### config.mk
export PLATFORM = sky130hd
export DESIGN_NAME = ascii_motor_command_parser_unit
export DESIGN_NICKNAME = d
export VERILOG_FILES = /design/src/rtl/amcp_pkg.sv /design/src/rtl/ascii_motor_command_parser_unit.sv
export VERILOG_INCLUDE_DIRS = /design/src /design/src/rtl
export SDC_FILE = /design/constraint.sdc
export NUM_CORES = 1
export LEC_CHECK = 0
export BUFFER_PORTS_ARGS = -buffer_cell sky130_fd_sc_hd__buf_2
export CAP_MARGIN = 20
export CORE_ASPECT_RATIO = 0.9
export CORE_MARGIN = 8
export CORE_UTILIZATION = 56
export CTS_CLUSTER_SIZE = 28
export DETAILED_ROUTE_END_ITERATION = 7
export PLACE_DENSITY = 0.77
export SLEW_MARGIN = 5
export SYNTH_ARGS = -nofsm -noshare
export SYNTH_HDL_FRONTEND = slang
export SYNTH_SLANG_ARGS = --single-unit
### constraint.sdc
create_clock -name clk -period 2.81 [get_ports clk]
set_input_delay 0.562 -clock clk [delete_from_list [all_inputs] [get_ports clk]]
set_output_delay 0.562 -clock clk [all_outputs]
set_load 0.01 [all_outputs]
### src/rtl/assert_macros.svh
// ----------------------------------------------------------------------------
// Assertion macros
// Shared concurrent-assertion helpers for the RTL folder.
// ----------------------------------------------------------------------------
`ifndef ASSERT_MACROS_SVH
`define ASSERT_MACROS_SVH

// Implication checked on every rising clock edge, with reset masking the check.
`define ASSERT_IMPL(lbl, clk_s, rst_s, ante, cons, msg) \
  lbl: assert property (@(posedge clk_s) disable iff (rst_s) (ante) |-> (cons)) \
    else $error(msg);

// Next-cycle implication, checked on every rising clock edge outside reset.
`define ASSERT_NEXT(lbl, clk_s, rst_s, ante, cons, msg) \
  lbl: assert property (@(posedge clk_s) disable iff (rst_s) (ante) |=> (cons)) \
    else $error(msg);

`endif

### src/rtl/amcp_pkg.sv
// ----------------------------------------------------------------------------
// amcp_pkg
// Types, character codes and helpers for the ASCII motor command parser.
// ----------------------------------------------------------------------------
package amcp_pkg;

  // Result kinds
  typedef enum logic [1:0] {
    KIND_STEPS = 2'd0,
    KIND_CONT  = 2'd1,
    KIND_ACK   = 2'd2
  } kind_t;

  // Character codes
  localparam logic [7:0] CHR_0     = 8'h30;
  localparam logic [7:0] CHR_1     = 8'h31;
  localparam logic [7:0] CHR_2     = 8'h32;
  localparam logic [7:0] CHR_9     = 8'h39;
  localparam logic [7:0] CHR_LO_A  = 8'h61;
  localparam logic [7:0] CHR_LO_F  = 8'h66;
  localparam logic [7:0] CHR_UP_A  = 8'h41;
  localparam logic [7:0] CHR_UP_F  = 8'h46;

  // Characters per step record
  localparam logic [7:0] REC_LEN   = 8'd6;

  // Widths of the output payload
  localparam int ENGINE_W = 8;
  localparam int VALUE_W  = 16;

  // Hex character to nibble; anything that is not a hex digit maps to zero
  function automatic logic [3:0] hex_nibble(input logic [7:0] c);
    logic [7:0] d;
    begin
      d = 8'h00;
      if (c >= CHR_0 && c <= CHR_9) begin
        d = c - CHR_0;
      end else if (c >= CHR_LO_A && c <= CHR_LO_F) begin
        d = c - CHR_LO_A + 8'd10;
      end else if (c >= CHR_UP_A && c <= CHR_UP_F) begin
        d = c - CHR_UP_A + 8'd10;
      end
      hex_nibble = d[3:0];
    end
  endfunction

endpackage

### src/rtl/ascii_motor_command_parser_unit.sv
// ----------------------------------------------------------------------------
// ascii_motor_command_parser_unit
// Byte-wise parser for ASCII motor command frames.
// ----------------------------------------------------------------------------
// The block takes one received character per cycle while the output is not
// stalled: each byte is captured in an input register, the frame state
// is updated by one pass of logic, and any command lands in a result
// register that drives the output. A byte flagged with s_tuser starts a
// new frame (length char); function '1' frames give one step-count command
// per six-character record with ack set on the last (an empty one gives an
// ack alone), function '2' gives one continuous-mode command.
// Back-pressure on the output stalls the input register and then s_tready.
`include "assert_macros.svh"

module ascii_motor_command_parser_unit (
  input  logic        clk,
  input  logic        rst,
  // Received characters
  input  logic        s_tvalid,
  output logic        s_tready,
  input  logic [7:0]  s_tdata,   // [7:0] in_byte
  input  logic        s_tuser,   // [0] frame_start
  // Motor commands
  output logic        m_tvalid,
  input  logic        m_tready,
  output logic [31:0] m_tdata,   // [7:0] engine, [8] dir, [24:9] value, [25] ack
  output logic [1:0]  m_tuser    // [1:0] kind
);

  typedef enum logic [2:0] {
    PH_IDLE,
    PH_FUNC,
    PH_REC_ENG,
    PH_REC_DIR,
    PH_REC_HEX,
    PH_C_ENG,
    PH_C_DIR,
    PH_C_CONT
  } phase_t;

  // Input register
  logic        in_valid;
  logic [7:0]  in_byte;
  logic        frame_start;

  // Parser state
  phase_t      phase, phase_next;
  logic [7:0]  remaining, remaining_next;
  logic [7:0]  engine_hold, engine_hold_next;
  logic        dir_hold, dir_hold_next;
  logic [15:0] steps_acc, steps_acc_next;
  logic [1:0]  digit_count, digit_count_next;

  // Result register
  logic                          out_valid;
  amcp_pkg::kind_t               out_kind;
  logic [amcp_pkg::ENGINE_W-1:0] out_engine;
  logic                          out_dir;
  logic [amcp_pkg::VALUE_W-1:0]  out_value;
  logic                          out_ack;

  // Combinational result of the current byte
  logic                          emit;
  amcp_pkg::kind_t               res_kind;
  logic [amcp_pkg::ENGINE_W-1:0] res_engine;
  logic                          res_dir;
  logic [amcp_pkg::VALUE_W-1:0]  res_value;
  logic                          res_ack;

  logic        advance;
  logic [7:0]  dig;
  logic        rem_pos;
  logic [15:0] acc_shift;

  // Handshake: the held byte moves on when the result register can take it
  assign advance  = in_valid && (!out_valid || m_tready);
  assign s_tready = !in_valid || advance;

  assign dig       = in_byte - amcp_pkg::CHR_0;
  assign rem_pos   = (remaining != 8'd0) && !remaining[7];
  assign acc_shift = {steps_acc[11:0], amcp_pkg::hex_nibble(in_byte)};

  // Frame state update for one byte
  always_comb begin
    phase_next       = phase;
    remaining_next   = remaining;
    engine_hold_next = engine_hold;
    dir_hold_next    = dir_hold;
    steps_acc_next   = steps_acc;
    digit_count_next = digit_count;
    emit             = 1'b0;
    res_kind         = amcp_pkg::KIND_STEPS;
    res_engine       = engine_hold;
    res_dir          = dir_hold;
    res_value        = steps_acc;
    res_ack          = 1'b0;

    if (frame_start) begin
      remaining_next = dig;
      phase_next     = PH_FUNC;
    end else begin
      unique case (phase)
        PH_IDLE: begin
          phase_next = PH_IDLE;
        end
        PH_FUNC: begin
          if (in_byte == amcp_pkg::CHR_1) begin
            if (rem_pos) begin
              phase_next = PH_REC_ENG;
            end else begin
              // empty step frame: ack alone
              phase_next = PH_IDLE;
              emit       = 1'b1;
              res_kind   = amcp_pkg::KIND_ACK;
              res_engine = '0;
              res_dir    = 1'b0;
              res_value  = '0;
              res_ack    = 1'b1;
            end
          end else if (in_byte == amcp_pkg::CHR_2) begin
            phase_next = PH_C_ENG;
          end else begin
            phase_next = PH_IDLE;
          end
        end
        PH_REC_ENG: begin
          remaining_next   = remaining - amcp_pkg::REC_LEN;
          engine_hold_next = dig;
          phase_next       = PH_REC_DIR;
        end
        PH_REC_DIR: begin
          dir_hold_next    = (dig != 8'd0);
          steps_acc_next   = '0;
          digit_count_next = 2'd0;
          phase_next       = PH_REC_HEX;
        end
        PH_REC_HEX: begin
          steps_acc_next = acc_shift;
          if (digit_count != 2'd3) begin
            digit_count_next = digit_count + 2'd1;
          end else begin
            // fourth digit closes the record
            digit_count_next = 2'd0;
            emit             = 1'b1;
            res_value        = acc_shift;
            res_ack          = !rem_pos;
            phase_next       = rem_pos ? PH_REC_ENG : PH_IDLE;
          end
        end
        PH_C_ENG: begin
          engine_hold_next = dig;
          phase_next       = PH_C_DIR;
        end
        PH_C_DIR: begin
          dir_hold_next = (dig != 8'd0);
          phase_next    = PH_C_CONT;
        end
        PH_C_CONT: begin
          phase_next = PH_IDLE;
          emit       = 1'b1;
          res_kind   = amcp_pkg::KIND_CONT;
          res_value  = {8'd0, dig};
        end
      endcase
    end
  end

  // Input register
  always_ff @(posedge clk) begin
    if (rst) begin
      in_valid <= 1'b0;
    end else if (s_tready) begin
      in_valid <= s_tvalid;
    end
    if (s_tready && s_tvalid) begin
      in_byte     <= s_tdata;
      frame_start <= s_tuser;
    end
  end

  // Parser state registers
  always_ff @(posedge clk) begin
    if (rst) begin
      phase       <= PH_IDLE;
      remaining   <= '0;
      engine_hold <= '0;
      dir_hold    <= 1'b0;
      steps_acc   <= '0;
      digit_count <= '0;
    end else if (advance) begin
      phase       <= phase_next;
      remaining   <= remaining_next;
      engine_hold <= engine_hold_next;
      dir_hold    <= dir_hold_next;
      steps_acc   <= steps_acc_next;
      digit_count <= digit_count_next;
    end
  end

  // Result register
  always_ff @(posedge clk) begin
    if (rst) begin
      out_valid <= 1'b0;
    end else if (advance && emit) begin
      out_valid <= 1'b1;
    end else if (m_tready) begin
      out_valid <= 1'b0;
    end
    if (advance && emit) begin
      out_kind   <= res_kind;
      out_engine <= res_engine;
      out_dir    <= res_dir;
      out_value  <= res_value;
      out_ack    <= res_ack;
    end
  end

  assign m_tvalid = out_valid;
  assign m_tuser  = out_kind;
  assign m_tdata  = {6'd0, out_ack, out_value, out_dir, out_engine};

  // Checks
  `ASSERT_NEXT(a_in_hold, clk, rst, in_valid && !advance,
               in_valid && $stable(in_byte) && $stable(frame_start),
               "held input byte changed while stalled")
  `ASSERT_IMPL(a_ack_kind, clk, rst, out_valid && out_ack,
               out_kind == amcp_pkg::KIND_STEPS || out_kind == amcp_pkg::KIND_ACK,
               "ack set on a continuous-mode command")
  `ASSERT_IMPL(a_ack_only, clk, rst, out_valid && out_kind == amcp_pkg::KIND_ACK,
               out_ack && out_engine == '0 && out_value == '0 && !out_dir,
               "ack-only command carries payload")
  `ASSERT_NEXT(a_out_hold, clk, rst, out_valid && !m_tready,
               out_valid && $stable(m_tdata) && $stable(m_tuser),
               "waiting command changed while stalled")

endmodule
; ---- Word level (Yosys, flattened, before mapping)
; Index checks and enable logic that the tools add are counted.
[op_classes]
reduce_logical = 27
add_sub_neg = 7
magnitude_cmp = 6
muxes = 39
n_bitwise = 1
n_eq_ne = 11
[op_table]
columns = op, n
row1 = $mux W16, 4
row2 = $mux W8, 6
row3 = $pmux W16 S3, 1
row4 = $pmux W16 S2, 1
row5 = $pmux W3 S7, 1
row6 = $eq A8 B6 Y1 const B, 2
row7 = $ge A8 B7 Y1 const B, 2
row8 = $le A8 B7 Y1 const B, 2
row9 = $reduce_bool A8 Y1, 2
row10 = $eq A3 B3 Y1 const B, 4
row11 = $mux W3, 4
row12 = $mux W4, 3
row13 = $mux W1, 11
row14 = $reduce_and A3 Y1, 3
row15 = $add A4 B4 Y4 const B, 2
row16 = $ge A8 B6 Y1 const B, 1
row17 = $le A8 B6 Y1 const B, 1
row18 = $mux W2, 4
row19 = $pmux W2 S2, 2
row20 = $sub A4 B1 Y4 const B, 2
row21 = $sub A8 B3 Y8 const B, 1
row22 = $sub A8 B6 Y8 const B, 1
row23 = $logic_and A1 B1 Y1, 7
row24 = $eq A3 B2 Y1 const B, 2
row25 = other kinds (13), 22
[word_totals]
inputBits = 13
word_cells = 106
output_inout_bits = 36
ff_bits = 77

; ---- Depth between registers and ports, before layout
[depth]
ltp_word = 8
ltp_mapped = 9
depth_no_buf = 8

; ---- Least setup slack after synthesis
; OpenSTA, ideal clock, no wires.
[synth_timing]
kind = register to register
startpoint = register in_byte[3]
endpoint = register out_kind[0], in the netlist m_tuser[0] (enable)
n_path_buf = 0
slack_ns = 0.301
arrival_time_ns = 2.126
required_time_ns = 2.427
period_less_slack_ns = 2.509
setup_time_ns = 0.383
path_stages_with_launch = 7
path_cell_list = edfxtp_1 > or2_1 > nor4b_2 > nand3_1 > nor2_1 > o311ai_0 > inv_1
[synth_between]
elab_chain_len = 5
[synth_rtl]
columns = item, line_no
row1 = from (decl), ascii_motor_command_parser_unit.sv:43  ; logic [7:0] in_byte;
row2 = from (signal assigned), ascii_motor_command_parser_unit.sv:176  ; in_byte <= s_tdata;
row3 = $eq A8 B6 Y1, ascii_motor_command_parser_unit.sv:107  ; if (in_byte == amcp_pkg::CHR_1) begin
row4 = $mux W1, ascii_motor_command_parser_unit.sv:107
row5 = $pmux W1 S3, ascii_motor_command_parser_unit.sv:102  ; unique case (phase)
row6 = $mux W1, ascii_motor_command_parser_unit.sv:98  ; if (frame_start) begin
row7 = $logic_and A1 B1 Y1, ascii_motor_command_parser_unit.sv:209  ; if (advance && emit) begin
row8 = to (signal assigned), ascii_motor_command_parser_unit.sv:210  ; out_kind <= res_kind;
row9 = to (decl), ascii_motor_command_parser_unit.sv:56  ; amcp_pkg::kind_t out_kind;
; No other way between the ends.
; A chain may end at the register's enable or synchronous reset.

; ---- Worst setup path after layout
[layout_timing]
startpoint = register in_byte[5]
endpoint = register out_value[3] (netlist bit), data pin
[layout_between]
elab_chain_len = 8
elab_cells_between_ends = 17
cone_classes = order compare: 6 / eq/ne: 1 / mux: 7 / reduce/logical: 3
[layout_rtl]
columns = item, line_no
row1 = $ge A8 B7 Y1 / $le A8 B7 Y1 (equally long branches), amcp_pkg.sv:40  ; end else if (c >= CHR_UP_A && c <= CHR_UP_F) begin
row2 = $logic_and A1 B1 Y1, amcp_pkg.sv:40
row3 = $mux W4, amcp_pkg.sv:40
row4 = $mux W4, amcp_pkg.sv:38  ; end else if (c >= CHR_LO_A && c <= CHR_LO_F) begin
row5 = $mux W4, amcp_pkg.sv:36  ; if (c >= CHR_0 && c <= CHR_9) begin
row6 = $mux W16, ascii_motor_command_parser_unit.sv:139  ; if (digit_count != 2'd3) begin
row7 = $pmux W16 S3 *, ascii_motor_command_parser_unit.sv:102
row8 = $mux W16 *, ascii_motor_command_parser_unit.sv:98
row9 = "named net res_value, one bit", ascii_motor_command_parser_unit.sv:67  ; logic [amcp_pkg::VALUE_W-1:0] res_value;
row10 = to (signal assigned), ascii_motor_command_parser_unit.sv:213  ; out_value <= res_value;
row11 = to (decl), ascii_motor_command_parser_unit.sv:59  ; logic [amcp_pkg::VALUE_W-1:0] out_value;
; Mark *: on every way through the listed nets, which the timed path passes. The rest lies on a longest branch.

==> flow_metrics.env <==
export IMPL_status="finished clean"
export IMPL_slew_headroom=0.514
export IMPL_gp_routability_congestion=0.918
export IMPL_finalWirelength_um=9120
export IMPL_cts_tree="yes"
export IMPL_whs_ps=376
export IMPL_placementRows=28
export IMPL_synth_top_cell_area_share=0.288
export IMPL_power_share_combinational=0.099
export IMPL_post_cts_hold_buffer_count=0
export IMPL_yosys_area_top_type="sky130_fd_sc_hd__edfxtp_1"
export IMPL_timing_critical_path_from="in_byte[5]"
export IMPL_postCtsSetupRepairBufs=0
export IMPL_grt_first_pass_wirelength_um=14700
export IMPL_track_usage=0.186
export IMPL_ys_seq_area_frac=0.495
export IMPL_fp_dieArea_um2=9820
export IMPL_grt_pass1_vias=2980
export IMPL_dr_pass1_iters=5
export IMPL_power_clock_fraction=0.356
export IMPL_grt_max_degree=29
export IMPL_tns_ps=0
export IMPL_max_freq_ghz=0.376
export IMPL_tritoncts_num_sinks=77
export IMPL_grt_setup_unrepaired="no"
export IMPL_netlist_area_um2=3860
export IMPL_setup_reg_to_reg_worst_slack_ps=150
export IMPL_synth_warning_count=0
export IMPL_report_final_hold_viol_count=0
export IMPL_io_buffers=42
export IMPL_netlist_cell_type_count=63
export IMPL_intPower_uw=1590
export IMPL_actual_slew_at_the_worst_max_slew_pin_ps=721
export IMPL_drt_wirelength_per_cell_um=17.1
export IMPL_core_area_um2=6620
export IMPL_vias=3191
export IMPL_clockBufferDepth=2
export IMPL_cts_buffers_inserted=9
export IMPL_post_place_ws_ps=192
export IMPL_cts_max_level=3
export IMPL_initial_utilization=0.584
export IMPL_post_synthesis_register_bit_count=77
export IMPL_ir_worst_vdd_mv=0.434
export IMPL_synthToLayoutAreaGrowth_pct=13.3
export IMPL_period_share=0.946
export IMPL_antenna_found_initial=0
export IMPL_arrival_ps=2770
export IMPL_synth_ff_type="sky130_fd_sc_hd__dfxtp_1"
export IMPL_final_fill_count=568
export IMPL_fraction_of_layout_cells_with_a_size_suffix_above_1=0.192
export IMPL_timing_final_ws_setup_ps=153
export IMPL_clk_pin_slew_ps=80
export IMPL_drtAntennaViolNets=0
export IMPL_fp_dieW_um=104
export IMPL_grt_overflow=0
export IMPL_route_detailed_drc=0
export IMPL_power_leakage_uw=0.00167
export IMPL_nNetsFinal=460
export IMPL_post_cts_resized_instances=0
export IMPL_rr_startpoint="in_byte[5]"
export IMPL_p_per_area_nw_per_um2=505
export IMPL_setup_violations_final=0
export IMPL_holdCritStartpoint="s_tuser"
export IMPL_power_frac_seq=0.546
export IMPL_crit_path_start_kind="flip-flop"
export IMPL_total_switching_power_uw=617
export IMPL_dpl_hpwl_um=6410
export IMPL_worst_setup_path_type="flip-flop to flip-flop"
export IMPL_diodes=0
export IMPL_slew_violations=0
export IMPL_synth_async_sr_flop_share=0
export IMPL_drt_iter0_markers=250
export IMPL_end_kind="flip-flop"
export IMPL_pin_count=49
export IMPL_period_minus_slack_ps=2660
export IMPL_holdCritPathClass="primary input to flip-flop"
export IMPL_drv_max_cap_violation_count=0
export IMPL_worst_ep_required_time_ps=2920
export IMPL_die_height_um=94.8
export IMPL_clock_latency_on_the_worst_skew_pair_ps=360
export IMPL_synthesis_area_per_instance_um2=9.91
export IMPL_via_per_inst=6.00
export IMPL_p_sw_frac=0.279
export IMPL_synthesis_instances=390
export IMPL_finalClockSkew_ps=9.08
export IMPL_yosys_top_cells_area="sky130_fd_sc_hd__edfxtp_1, sky130_fd_sc_hd__dfxtp_1, sky130_fd_sc_hd__nor2_1"
export IMPL_post_synth_edffs=37
export IMPL_critical_path_max_fanout=9
export IMPL_cts_root_buf="sky130_fd_sc_hd__clkbuf_8"
[logic make-up after synthesis]
group | count (synthesis) | synth area share
AO/OA/AOI/OAI | 109 | 0.202
adder cells (fa/ha/maj) | 10 | 0.0324
XOR/XNOR | 3 | 0.00680
AND/OR/NAND/NOR | 138 | 0.179
buffers and inverters | 38 | 0.0476
flip-flops | 77 | 0.495
multiplexers | 14 | 0.0363
other | 1 | 0.000971
[final cells by class]
| cell class | count | area, um2 | share of cell area |
|---|---|---|---|
| Multi-Input combinational cell | 280 | 1790 | 0.408 |
| Clock inverter | 7 | 57.6 | 0.0132 |
| Tap cell | 90 | 113 | 0.0257 |
| Clock buffer | 9 | 124 | 0.0283 |
| Timing Repair Buffer | 58 | 343 | 0.0783 |
| Inverter | 11 | 41.3 | 0.00943 |
| Sequential cell | 77 | 1910 | 0.437 |
[worst paths after layout]
kind | endpoint | cells past startpoint
worst max-delay path | out_value[3] | 6
worst min-delay path | frame_start | 1
worst max register to register | out_value[3] | 6
worst min register to register | engine_hold[2] | 2
[cell usage after synthesis (3+ instances only)]
library cell,count
sky130_fd_sc_hd__nor3_1,10
sky130_fd_sc_hd__buf_4,8
sky130_fd_sc_hd__o21a_1,5
sky130_fd_sc_hd__buf_2,3
sky130_fd_sc_hd__inv_1,10
sky130_fd_sc_hd__a21oi_1,29
sky130_fd_sc_hd__nor2b_1,16
sky130_fd_sc_hd__a22oi_1,14
sky130_fd_sc_hd__clkbuf_1,15
sky130_fd_sc_hd__nand2_1,29
sky130_fd_sc_hd__mux2i_1,14
sky130_fd_sc_hd__dfxtp_1,40
sky130_fd_sc_hd__a211oi_1,5
sky130_fd_sc_hd__edfxtp_1,37
sky130_fd_sc_hd__o21ai_0,19
sky130_fd_sc_hd__nand3_1,8
sky130_fd_sc_hd__nor2_1,44
sky130_fd_sc_hd__ha_1,10
sky130_fd_sc_hd__nand2b_1,6
sky130_fd_sc_hd__a22o_1,7
sky130_fd_sc_hd__and2_1,7
[registers in the layout, indices dropped and copies added (netlist names)]
signal,flops
steps_acc,16
phase,3
in_valid,1
out_engine,8
out_ack,1
out_value,16
engine_hold,8
dir_hold,1
in_byte,8
frame_start,1
digit_count,2
out_dir,1
remaining,8
m_tuser,2
m_tvalid,1
[critical path, stage by stage, from the launching register on]
cell	delay (ps)
sky130_fd_sc_hd__edfxtp_1	460
sky130_fd_sc_hd__ha_1	340
sky130_fd_sc_hd__or4bb_1	510
sky130_fd_sc_hd__o21ai_1	250
sky130_fd_sc_hd__o311ai_4	220
sky130_fd_sc_hd__a21o_4	290
sky130_fd_sc_hd__a221o_1	350
[per-stage QoR]
step	area (um2)	cells	utilization	total power (uW)
floorplan	3880	395	-	1380
global placement	4200	516	0.634	1440
detailed placement	4200	516	0.634	1440
CTS	4380	532	0.661	2210
global route	4380	532	0.661	2280
finish	4380	532	0.661	2210
[power groups by stage]
stage	Clock, uW	Sequential (uW)	Combinational, uW
detailed placement	0	1230	212
finish	786	1210	218
global route	839	1210	236
global placement	0	1230	206
CTS	792	1210	214
floorplan	0	1230	150
[routing by layer]
layer | vias up | track usage | wire, um
met4 | 0 | 0.0891 | 205
li1 | 1506 | - | -
met1 | 1518 | 0.231 | 3980
met3 | 20 | 0.0545 | 726
met2 | 147 | 0.294 | 4210
met5 | - | 0 | 0
[cell usage in the layout (no fill, tap or decap), types with 7 or more instances in the layout]
master,synthesis,routed
sky130_fd_sc_hd__nor3_1,10,10
sky130_fd_sc_hd__nor2_1,44,44
sky130_fd_sc_hd__clkbuf_8,0,9
sky130_fd_sc_hd__nor2b_1,16,16
sky130_fd_sc_hd__edfxtp_1,37,37
sky130_fd_sc_hd__ha_1,10,10
sky130_fd_sc_hd__buf_4,8,15
sky130_fd_sc_hd__a21oi_1,29,29
sky130_fd_sc_hd__inv_1,10,10
sky130_fd_sc_hd__nand2_1,29,29
sky130_fd_sc_hd__o21ai_0,19,19
sky130_fd_sc_hd__nand3_1,8,8
sky130_fd_sc_hd__a22o_1,7,7
sky130_fd_sc_hd__mux2i_1,14,14
sky130_fd_sc_hd__and2_1,7,7
sky130_fd_sc_hd__a22oi_1,14,14
sky130_fd_sc_hd__dfxtp_1,40,40
sky130_fd_sc_hd__buf_2,3,42
(Power assumes the default switching activity.)
